`src/rtl/core/mtsr_pkg.sv`:
```
// Shared types and codes for the multi-term substring row filter.
`default_nettype none
package mtsr_pkg;

    localparam logic [2:0] FUNC_NEW_TABLE   = 3'd0;
    localparam logic [2:0] FUNC_CLEAR_TERMS = 3'd1;
    localparam logic [2:0] FUNC_TERM_BYTE   = 3'd2;
    localparam logic [2:0] FUNC_END_TERM    = 3'd3;
    localparam logic [2:0] FUNC_ROW_BYTE    = 3'd4;
    localparam logic [2:0] FUNC_END_ROW     = 3'd5;

    localparam logic MODE_OR  = 1'b0;
    localparam logic MODE_AND = 1'b1;

    localparam logic [0:0] REG_MATCH_MODE = 1'b0;

    typedef struct packed {
        logic [2:0] func;
        logic [7:0] data_byte;
    } mtsr_in_t;

    typedef struct packed {
        logic [31:0] row_index;
        logic [31:0] match_count;
    } mtsr_out_t;

    // control handed from the sequencer to every term cell
    typedef struct packed {
        logic clr_terms;
        logic clr_found;
        logic wr_byte;
        logic row_byte;
        logic active;
    } mtsr_term_ctl_t;

endpackage
`default_nettype wire

```
`src/rtl/core/multi_term_substring_row_filter_unit.sv`:
```
// Top level of the multi-term substring row filter.
// Usage:
//  Requests arrive on in_valid/in_stall/in_data, one per cycle at most. A request
//  is a command code and a byte: new table, clear terms, term byte, end term,
//  row byte, end row. Term bytes load the term cell picked by the loaded-term
//  count; row bytes shift through a chain of window cells and every term cell
//  compares its stored bytes against the window in the same cycle.
//  An end row request that qualifies yields one result on out_valid/out_stall/
//  out_data in the cycle after: the row index and the running match count.
//  match_mode (APB, address 0): 0 any term (OR), 1 all terms (AND).
// Throughput: one request per cycle while in_stall is low, set by the combinational
//  window compare in the term cells.
// Stall: a result waits in the output register; requests keep flowing unless
//  that register is full and stalled, then in_stall is raised.
// Reset: no terms, empty window, row counter all ones, match count zero, OR.
`default_nettype none
module multi_term_substring_row_filter_unit
    import mtsr_pkg::*;
#(
    parameter int MAX_TERMS    = 8,
    parameter int MAX_TERM_LEN = 32
)
(
    input  wire logic        clk,
    input  wire logic        rst_n,
    input  wire logic        in_valid,
    output logic             in_stall,
    input  wire mtsr_in_t    in_data,
    output logic             out_valid,
    input  wire logic        out_stall,
    output mtsr_out_t        out_data,
    input  wire logic        psel,
    input  wire logic        penable,
    input  wire logic        pwrite,
    input  wire logic [2:0]  paddr,
    input  wire logic [31:0] pwdata,
    output logic [31:0]      prdata,
    output logic             pready
);

    localparam int LW = $clog2(MAX_TERM_LEN + 1);
    localparam int TW = $clog2(MAX_TERMS + 1);

    logic                          in_acc;
    logic                          mode_reg;
    logic [TW-1:0]                 loaded_reg;
    logic [TW-1:0]                 loaded_next;
    logic [LW-1:0]                 row_len_reg;
    logic [LW-1:0]                 row_len_next;
    logic [31:0]                   cur_row_reg;
    logic [31:0]                   cur_row_next;
    logic [31:0]                   qual_reg;
    logic [31:0]                   qual_next;
    logic                          out_valid_reg;
    logic                          out_valid_next;
    mtsr_out_t                     out_reg;
    mtsr_out_t                     out_next;
    logic [MAX_TERM_LEN-1:0][7:0]  win;
    logic [MAX_TERM_LEN-1:0][7:0]  win_next;
    logic [MAX_TERMS-1:0]          term_match;
    logic [MAX_TERMS-1:0]          active;
    logic                          qualifies;
    logic                          is_row_byte;
    logic                          row_clear;

    // APB register: only match_mode at address 0
    assign pready = 1'b1;
    assign prdata = (paddr[2] == REG_MATCH_MODE) ? {31'b0, mode_reg} : '0;

    always_ff @(posedge clk or negedge rst_n)
    begin
        if (!rst_n)
        begin
            mode_reg <= MODE_OR;
        end
        else if (psel && penable && pwrite && (paddr[2] == REG_MATCH_MODE))
        begin
            mode_reg <= pwdata[0];
        end
    end

    assign in_stall    = out_valid_reg && out_stall;
    assign in_acc      = in_valid && !in_stall;
    assign is_row_byte = in_acc && (in_data.func == FUNC_ROW_BYTE);
    assign row_clear   = in_acc && ((in_data.func == FUNC_NEW_TABLE) ||
                                    (in_data.func == FUNC_END_ROW));

    // window as it stands after this row byte
    always_comb
    begin
        win_next[0] = in_data.data_byte;
        for (int k = 1; k < MAX_TERM_LEN; k++)
        begin
            win_next[k] = win[k-1];
        end
        row_len_next = (row_len_reg < LW'(MAX_TERM_LEN)) ? row_len_reg + 1'b1 : row_len_reg;
    end

    genvar g;
    generate
        for (g = 0; g < MAX_TERM_LEN; g++)
        begin : g_win
            mtsr_win_cell u_cell (
                .clk   (clk),
                .rst_n (rst_n),
                .shift (is_row_byte),
                .clear (row_clear),
                .din   (win_next[g]),
                .dout  (win[g])
            );
        end

        for (g = 0; g < MAX_TERMS; g++)
        begin : g_term
            mtsr_term_ctl_t ctl;
            assign active[g]     = TW'(g) < loaded_reg;
            assign ctl.clr_terms = in_acc && (in_data.func == FUNC_CLEAR_TERMS);
            assign ctl.clr_found = row_clear || ctl.clr_terms;
            assign ctl.wr_byte   = in_acc && (in_data.func == FUNC_TERM_BYTE) &&
                                   (loaded_reg == TW'(g));
            assign ctl.row_byte  = is_row_byte;
            assign ctl.active    = active[g];
            mtsr_term_cell #(.MAX_TERM_LEN(MAX_TERM_LEN)) u_term (
                .clk          (clk),
                .rst_n        (rst_n),
                .ctl          (ctl),
                .data_byte    (in_data.data_byte),
                .win_next     (win_next),
                .row_len_next (row_len_next),
                .term_ok      (term_match[g])
            );
        end
    endgenerate

    // AND passes with no terms; OR needs at least one loaded match
    assign qualifies = (mode_reg == MODE_AND) ? &(term_match | ~active)
                                              : |(term_match & active);

    always_comb
    begin
        loaded_next    = loaded_reg;
        cur_row_next   = cur_row_reg;
        qual_next      = qual_reg;
        out_next       = out_reg;
        out_valid_next = out_valid_reg && out_stall;
        if (in_acc)
        begin
            case (in_data.func)
                FUNC_NEW_TABLE:
                begin
                    cur_row_next = '1;
                    qual_next    = '0;
                end
                FUNC_CLEAR_TERMS:
                begin
                    loaded_next = '0;
                end
                FUNC_END_TERM:
                begin
                    if (loaded_reg < TW'(MAX_TERMS))
                    begin
                        loaded_next = loaded_reg + 1'b1;
                    end
                end
                FUNC_END_ROW:
                begin
                    cur_row_next = cur_row_reg + 32'd1;
                    if (qualifies)
                    begin
                        qual_next            = qual_reg + 32'd1;
                        out_next.row_index   = cur_row_reg + 32'd1;
                        out_next.match_count = qual_reg + 32'd1;
                        out_valid_next       = 1'b1;
                    end
                end
                default:
                begin
                end
            endcase
        end
    end

    always_ff @(posedge clk or negedge rst_n)
    begin
        if (!rst_n)
        begin
            loaded_reg    <= '0;
            row_len_reg   <= '0;
            cur_row_reg   <= '1;
            qual_reg      <= '0;
            out_valid_reg <= 1'b0;
        end
        else
        begin
            loaded_reg    <= loaded_next;
            cur_row_reg   <= cur_row_next;
            qual_reg      <= qual_next;
            out_valid_reg <= out_valid_next;
            if (row_clear)
            begin
                row_len_reg <= '0;
            end
            else if (is_row_byte)
            begin
                row_len_reg <= row_len_next;
            end
        end
    end

    always_ff @(posedge clk)
    begin
        out_reg <= out_next;
    end

    assign out_valid = out_valid_reg;
    assign out_data  = out_reg;

    // term count never runs past the number of cells
    a_loaded_bound: assert property (@(posedge clk) disable iff (!rst_n)
        loaded_reg <= TW'(MAX_TERMS))
        else $error("term count beyond cell count");

    // a pending result always mirrors the live counters
    a_out_counters: assert property (@(posedge clk) disable iff (!rst_n)
        out_valid_reg |-> (out_reg.match_count == qual_reg) &&
                          (out_reg.row_index == cur_row_reg))
        else $error("pending result out of step with counters");

    // a new table restarts the row and match counters
    a_new_table: assert property (@(posedge clk) disable iff (!rst_n)
        in_acc && (in_data.func == FUNC_NEW_TABLE) |=>
            (cur_row_reg == '1) && (qual_reg == '0) && !out_valid_reg)
        else $error("new table did not restart counters");

endmodule
`default_nettype wire

```
`src/rtl/core/mtsr_win_cell.sv`:
```
// One byte stage of the row window shift line.
`default_nettype none
module mtsr_win_cell
    import mtsr_pkg::*;
(
    input  wire logic       clk,
    input  wire logic       rst_n,
    input  wire logic       shift,
    input  wire logic       clear,
    input  wire logic [7:0] din,
    output logic      [7:0] dout
);

    logic [7:0] byte_reg;
    logic [7:0] byte_next;

    always_comb
    begin
        byte_next = byte_reg;
        if (clear)
        begin
            byte_next = '0;
        end
        else if (shift)
        begin
            byte_next = din;
        end
    end

    always_ff @(posedge clk or negedge rst_n)
    begin
        if (!rst_n)
        begin
            byte_reg <= '0;
        end
        else
        begin
            byte_reg <= byte_next;
        end
    end

    assign dout = byte_reg;

endmodule
`default_nettype wire

```
`src/rtl/core/mtsr_term_cell.sv`:
```
// One search term: its bytes, length, overflow flag and found bit.
`default_nettype none
module mtsr_term_cell
    import mtsr_pkg::*;
#(
    parameter int MAX_TERM_LEN = 32
)
(
    input  wire logic                               clk,
    input  wire logic                               rst_n,
    input  wire mtsr_term_ctl_t                     ctl,
    input  wire logic [7:0]                         data_byte,
    input  wire logic [MAX_TERM_LEN-1:0][7:0]       win_next,
    input  wire logic [$clog2(MAX_TERM_LEN+1)-1:0]  row_len_next,
    output logic                                    term_ok
);

    localparam int LW = $clog2(MAX_TERM_LEN + 1);

    // newest term byte sits at index 0, lining up with the window
    logic [MAX_TERM_LEN-1:0][7:0] tbytes_reg;
    logic [MAX_TERM_LEN-1:0][7:0] tbytes_next;
    logic [LW-1:0]                len_reg;
    logic [LW-1:0]                len_next;
    logic                         ovl_reg;
    logic                         ovl_next;
    logic                         found_reg;
    logic                         found_next;
    logic [MAX_TERM_LEN-1:0]      pos_ok;
    logic                         hit;

    always_comb
    begin
        for (int k = 0; k < MAX_TERM_LEN; k++)
        begin
            pos_ok[k] = (LW'(k) >= len_reg) || (tbytes_reg[k] == win_next[k]);
        end
        hit = !ovl_reg && (len_reg != '0) && (len_reg <= row_len_next) && (&pos_ok);
    end

    always_comb
    begin
        tbytes_next = tbytes_reg;
        len_next    = len_reg;
        ovl_next    = ovl_reg;
        found_next  = found_reg;
        if (ctl.clr_terms)
        begin
            len_next   = '0;
            ovl_next   = 1'b0;
            found_next = 1'b0;
        end
        else if (ctl.wr_byte)
        begin
            if (len_reg < LW'(MAX_TERM_LEN))
            begin
                tbytes_next = {tbytes_reg[MAX_TERM_LEN-2:0], data_byte};
                len_next    = len_reg + 1'b1;
            end
            else
            begin
                ovl_next = 1'b1;
            end
        end
        if (ctl.clr_found)
        begin
            found_next = 1'b0;
        end
        else if (ctl.row_byte && ctl.active && hit)
        begin
            found_next = 1'b1;
        end
    end

    always_ff @(posedge clk)
    begin
        tbytes_reg <= tbytes_next;
    end

    always_ff @(posedge clk or negedge rst_n)
    begin
        if (!rst_n)
        begin
            len_reg   <= '0;
            ovl_reg   <= 1'b0;
            found_reg <= 1'b0;
        end
        else
        begin
            len_reg   <= len_next;
            ovl_reg   <= ovl_next;
            found_reg <= found_next;
        end
    end

    assign term_ok = !ovl_reg && ((len_reg == '0) || found_reg);

endmodule
`default_nettype wire

```
`config.mk`:
```
export PLATFORM = sky130hd
export DESIGN_NAME = multi_term_substring_row_filter_unit
export DESIGN_NICKNAME = d
export VERILOG_FILES = /design/src/rtl/core/mtsr_pkg.sv /design/src/rtl/core/multi_term_substring_row_filter_unit.sv /design/src/rtl/core/mtsr_win_cell.sv /design/src/rtl/core/mtsr_term_cell.sv
export SDC_FILE = /design/constraint.sdc
export NUM_CORES = 2
export LEC_CHECK = 0
export ABC_CLOCK_PERIOD_IN_PS = 19300
export BUFFER_PORTS_ARGS = -buffer_cell sky130_fd_sc_hd__clkbuf_2
export CORE_ASPECT_RATIO = 0.75
export CORE_MARGIN = 2
export CORE_UTILIZATION = 63
export CTS_CLUSTER_DIAMETER = 200
export DETAILED_ROUTE_END_ITERATION = 6
export PLACE_DENSITY = 0.85
export REMOVE_ABC_BUFFERS = 1
export SYNTH_ARGS = -nofsm -noshare
export SYNTH_HDL_FRONTEND = slang
export SYNTH_SLANG_ARGS = --single-unit
```
`constraint.sdc`:
```
create_clock -name clk -period 19.3 [get_ports clk]
set_input_delay 2.895 -clock clk [delete_from_list [all_inputs] [get_ports clk]]
set_output_delay 2.895 -clock clk [all_outputs]
set_load 0.02 [all_outputs]
```
# Word-level counts from Yosys, hierarchy flattened
# Index checks and enable logic that the tools add are counted.
# word_totals
in_bits	53
elab_cells	1459
reg_bits	2500
# classes
n_reduce_logical	423
n_bitwise	5
addsub	12
mux	140
eq_ne	278
order_cmp	282
# ops
cell	n
8-bit equality test	256
5-bit by 6-bit >= comparator with 1-bit output (first input constant)	128
8-bit 2-to-1 mux	62
4-bit by 6-bit >= comparator with 1-bit output (first input constant)	64
1-bit logical OR	266
32-bit AND reduction	8
3-bit by 6-bit >= comparator with 1-bit output (first input constant)	32
6-bit 2-to-1 mux	27
32-bit one-hot mux with 2 select lines	2
1-bit by 6-bit >= comparator with 1-bit output (first input constant)	16
2-bit by 6-bit >= comparator with 1-bit output (first input constant)	16
1-bit logical AND	65
32-bit by 1-bit adder with 32-bit output (second input constant)	2
6-bit by 1-bit adder with 6-bit output (second input constant)	9
6-bit < comparator (second input constant)	9
6-bit <= comparator	8
6-bit logical NOT	8
6-bit nonzero test	8
1-bit 2-to-1 mux	46
2-bit nonzero test	19
2-bit AND reduction	17
3-bit AND reduction	11
32-bit 2-to-1 mux	1
3-bit nonzero test	8
23 further kinds	52

# Longest topological paths before layout
# logic_depth
depth_word	9
depth_mapped	12
ltp_nobuf	11

# By module
# From an unflattened synthesis, not the netlist that was laid out.
# hier_totals
hier_cells	7387
area_unflattened_um2	109202.2
# modules_own_cells
module	cells_each	n_inst	area_each_um2
mtsr_term_cell	737	8	11484.8
mtsr_win_cell	26	31	325.3
multi_term_substring_row_filter_unit	685	1	7239.4

# Worst setup path after synthesis
# OpenSTA, ideal clock, no wires.
# synth_timing
path_kind	input to register
from	input port in_valid
to	register g_term[3].u_term.len_reg[3]
arrival_time_ns	16.289
required_time_ns	19.168
setup_time_ns	0.132
slack_ns	2.879
path_stages	9
path_cell_list	a21bo_2 -> nor2_1 -> and4b_1 -> clkbuf_1 -> nand2_1 -> nor2_1 -> nand4_1 -> xnor2_1 -> nor2_1
# synth_via
elab_chain_cells	5
elab_cells_between_ends	8
# synth_rtl
item	line	source
start, declared	multi_term_substring_row_filter_unit.sv:26	input wire logic in_valid,
1-bit logical AND *	multi_term_substring_row_filter_unit.sv:83	assign in_acc = in_valid && !in_stall;
1-bit logical AND (2 in a row)	multi_term_substring_row_filter_unit.sv:119	assign ctl.wr_byte = in_acc && (in_data.func == FUNC_TERM_BYTE) &&
2-bit nonzero test (no source line)	n/a	
2-bit AND reduction (no source line)	n/a	
end signal, assigned	mtsr_term_cell.sv:90	len_reg <= len_next;
end, declared	mtsr_term_cell.sv:23	logic [LW-1:0] len_reg;
# Mark *: on every way between the ends. The rest lies on a longest branch, timed or not.
# A chain may end at the register's enable or synchronous reset.

# Worst setup path in the final report
# layout_timing
from	input port in_valid
to	register g_term[2].u_term.tbytes_reg[151] (netlist bit) (enable)
# layout_via
elab_chain_cells	4
elab_cells_between_ends	6
# layout_rtl
item	line	source
1-bit logical AND *	multi_term_substring_row_filter_unit.sv:83	
1-bit logical AND, on equally long branches	multi_term_substring_row_filter_unit.sv:119, multi_term_substring_row_filter_unit.sv:117	
1-bit logical AND or 1-bit NOT (tied branches)	n/a	
3-bit AND reduction (no source line) *	n/a	
end signal, assigned	mtsr_term_cell.sv:77	tbytes_reg <= tbytes_next;
end, declared	mtsr_term_cell.sv:21	logic [MAX_TERM_LEN-1:0][7:0] tbytes_reg;
# Marks and branches as above.

==> results.md <==
* Fraction of registers with async set/reset at 15.5%
* Crit-path max FO at 85
* IO buf count at 86
* Failing checks: max-capacitance violations, max-slew violations
* Most frequent CP cell: buf_4
* Outcome: finished with violations
* Max Transition Viols Final at 3
* # hold bufs at CTS at 0
* Synth top area share at 58.6%
* Crit start category: input pin
* First-pass GRT wire length at 457 mm
* DR vias/cell at 6.64
* TritonCTS Buffers at 219
* CP bufs+invs at 3
* Final setup violation count at 0
* CTS tree: yes
* Worst Setup End Kind: flip-flop
* Max_cap viols at 1
* DIE WIDTH at 483 um
* Slew @ Worst Pin at 1.60 ns
* HP Class: flip-flop to flip-flop
* Final GP Congestion at 1.02
* Fillers at 10580
* #FFs+latches synth at 2500
* Chip Height at 363 um
* Initial antenna violation count at 28
* Syn Area/Cell at 14.1 um^2
* Setup_tns at 0 ns
* Initial core utilization at 63.5%
* Final net count at 7825
* P_leak at 40.9 nW
* Min Tclk post-route at 6.49 ns
* Syn Inst Count at 7686
* Register area share after synthesis at 67.6%
* Area delta synth->final at 9.42%
* CP Data Arrival Time at 7.00 ns
* DR iter-0 viols at 12105
* Rel. slew slack at -7.63%
* Cell Area, Synth at 0.108 mm^2
* Post-layout util at 69.5%
* Crit path required time at 19.80 ns
* Critical Path Max Stage Delay at 0.97 ns
* Routed Antenna Nets at 0
* HPWL Detailed at 226 mm
* Fmax at 154 MHz
* CP Class: input pin to flip-flop
* Clock slew at reported path FFs at 0.06 ns
* Yosys top cell by area: edfxtp_1
* CP Cell Sequence: clkbuf_2 -> a21bo_2 -> nor2_1 -> and4b_1 -> nand2_1 -> nor2_4 -> buf_4 -> buf_4
* Top cells by count, synth: edfxtp_1, xnor2_1, xor2_1
* CTS resizes at 0
* Pin count of the biggest net entering global routing at 187
* Period utilization at 33.6%
* Clk_skew at 0.0581 ns
* Synth top area cells: edfxtp_1, xnor2_1, xor2_1, dfrtp_1, nand2_1
* CTS sink count at 2500
* Vias at 67547
* CORE AREA at 0.170 mm^2
* Number of flip-flops in the largest register at 2048
* IO Pins at 152
* Die area at 0.175 mm^2
* Number of setup buffers added after CTS at 0
* Slowest CP cell: buf_4
* Post-detailed-routing wire length at 321 mm
* H-tree depth at 4
* Pwr/cell area at 94.1 mW/mm^2
* Endpoints failing hold at 0
* Vias in the first global route at 65792
* Remaining DRCs at 0
* EDFF count, synth at 2112
* Clock latency on the worst-skew pair at 0.90 ns
* Clock Path Buffers at 3
* WL/cell at 31.6 um
* Fraction of layout cells with a size suffix above 1 at 8.19%
* Num rows at 131
* Gr ovfl total at 0
* CP top delay family: buffers and inverters
* Worst VDD drop at 0.0941 mV
* Unrepaired setup endpoints after global routing: no
* DRT Pass-1 Iters at 6
* GR Util All Layers at 36.5%
* Root Driver: clkbuf_16
* Most frequent cell after synthesis: edfxtp_1
* Yosys Warn Count at 0
* Most used DFF post-synth: edfxtp_1
* Distinct cell type count after synthesis at 87
## per-layer routing
metal  vias to the layer above  global-route usage (%)  share of wire, %
met2                      5210                    53.0                44
met3                       912                    12.9                16
li1                      27637                       -                 -
met4                        42                    15.9               5.1
met1                     33746                    49.9                35
met5                         -                       0             0.092
## path summary, 6_finish.rpt
check	startpoint	to	slack [ns]	cells after the start
worst max-delay path	in_valid	g_term[2].u_term.tbytes_reg[151]	12.81	8
worst min-delay path	g_term[0].u_term.tbytes_reg[106]	g_term[0].u_term.tbytes_reg[114]	0.44	0
worst max register to register	g_term[7].u_term.len_reg[1]	out_data[61]	14.26	10
worst min register to register	g_term[0].u_term.tbytes_reg[106]	g_term[0].u_term.tbytes_reg[114]	0.44	0
max in group asynchronous	rst_n	g_win[1].u_cell.dout[3]	14.96	3
min in group asynchronous	rst_n	g_win[21].u_cell.dout[5]	2.04	1
## cell usage in the layout, fill, tap and decap left out, types with 36 or more instances in the layout
| cell type | instances |
|---|---|
| clkbuf_2 | 85 |
| ha_1 | 65 |
| xnor2_1 | 1122 |
| nand2_1 | 676 |
| nor2_1 | 195 |
| a31oi_1 | 38 |
| a21oi_1 | 110 |
| nor4_1 | 267 |
| clkbuf_1 | 57 |
| a22o_1 | 36 |
| dfrtp_1 | 356 |
| xor2_1 | 1032 |
| o21ai_0 | 339 |
| clkbuf_16 | 222 |
| buf_4 | 135 |
| edfxtp_1 | 2112 |
| nand3_1 | 69 |
| inv_1 | 44 |
| nor3_1 | 41 |
| nand4_1 | 320 |
## logic make-up (layout without fill, tap and decap cells)
| logic type | Yosys count | in the layout | share of synthesized area [%] |
|---|---|---|---|
| flops | 2500 | 2500 | 67.6 |
| xor+xnor | 2158 | 2158 | 17.5 |
| simple gates | 1718 | 1718 | 7.90 |
| compound gates | 718 | 718 | 4.07 |
| buf+inv | 503 | 690 | 1.95 |
| fa+ha+maj | 75 | 75 | 0.845 |
| mux | 12 | 12 | 0.114 |
| other cells | 2 | 42 | 0.00694 |
## where the power goes
part | switching (W) | total, W | internal (W)
combinational | 0.000372 | 0.000547 | 0.000176
sequential | 0.0000992 | 0.00600 | 0.00590
clock | 0.00205 | 0.00459 | 0.00254
## final cells by class
class	count	area, um^2	share of cell area [%]
diodes	10	25.0	0.0211
flip-flops and latches	2500	73200	61.8
multi-input cells	4713	33200	28.0
inverters	48	180	0.152
clock inverters	115	1390	1.17
clock buffers	302	6090	5.14
well taps	2261	2830	2.39
repair buffers	225	1530	1.30
## stage by stage
step / instance area, um^2 / total power [W] / hold WS [ns] / worst slack [ns] / cells
final: 118000 / 0.0111 / 0.439 / 12.81 / 10174
after global routing: 118000 / 0.0114 / 0.451 / 12.66 / 10164
after CTS: 118000 / 0.0111 / 0.432 / 12.96 / 10164
after detailed placement: 111000 / 0.00664 / 0.454 / 12.02 / 9747
after global placement: 111000 / 0.00661 / 0.452 / 12.17 / 9747
after floorplan: 106000 / 0.00641 / 0.447 / 2.19 / 7261
Note: power is estimated with default switching activity, not from simulation.
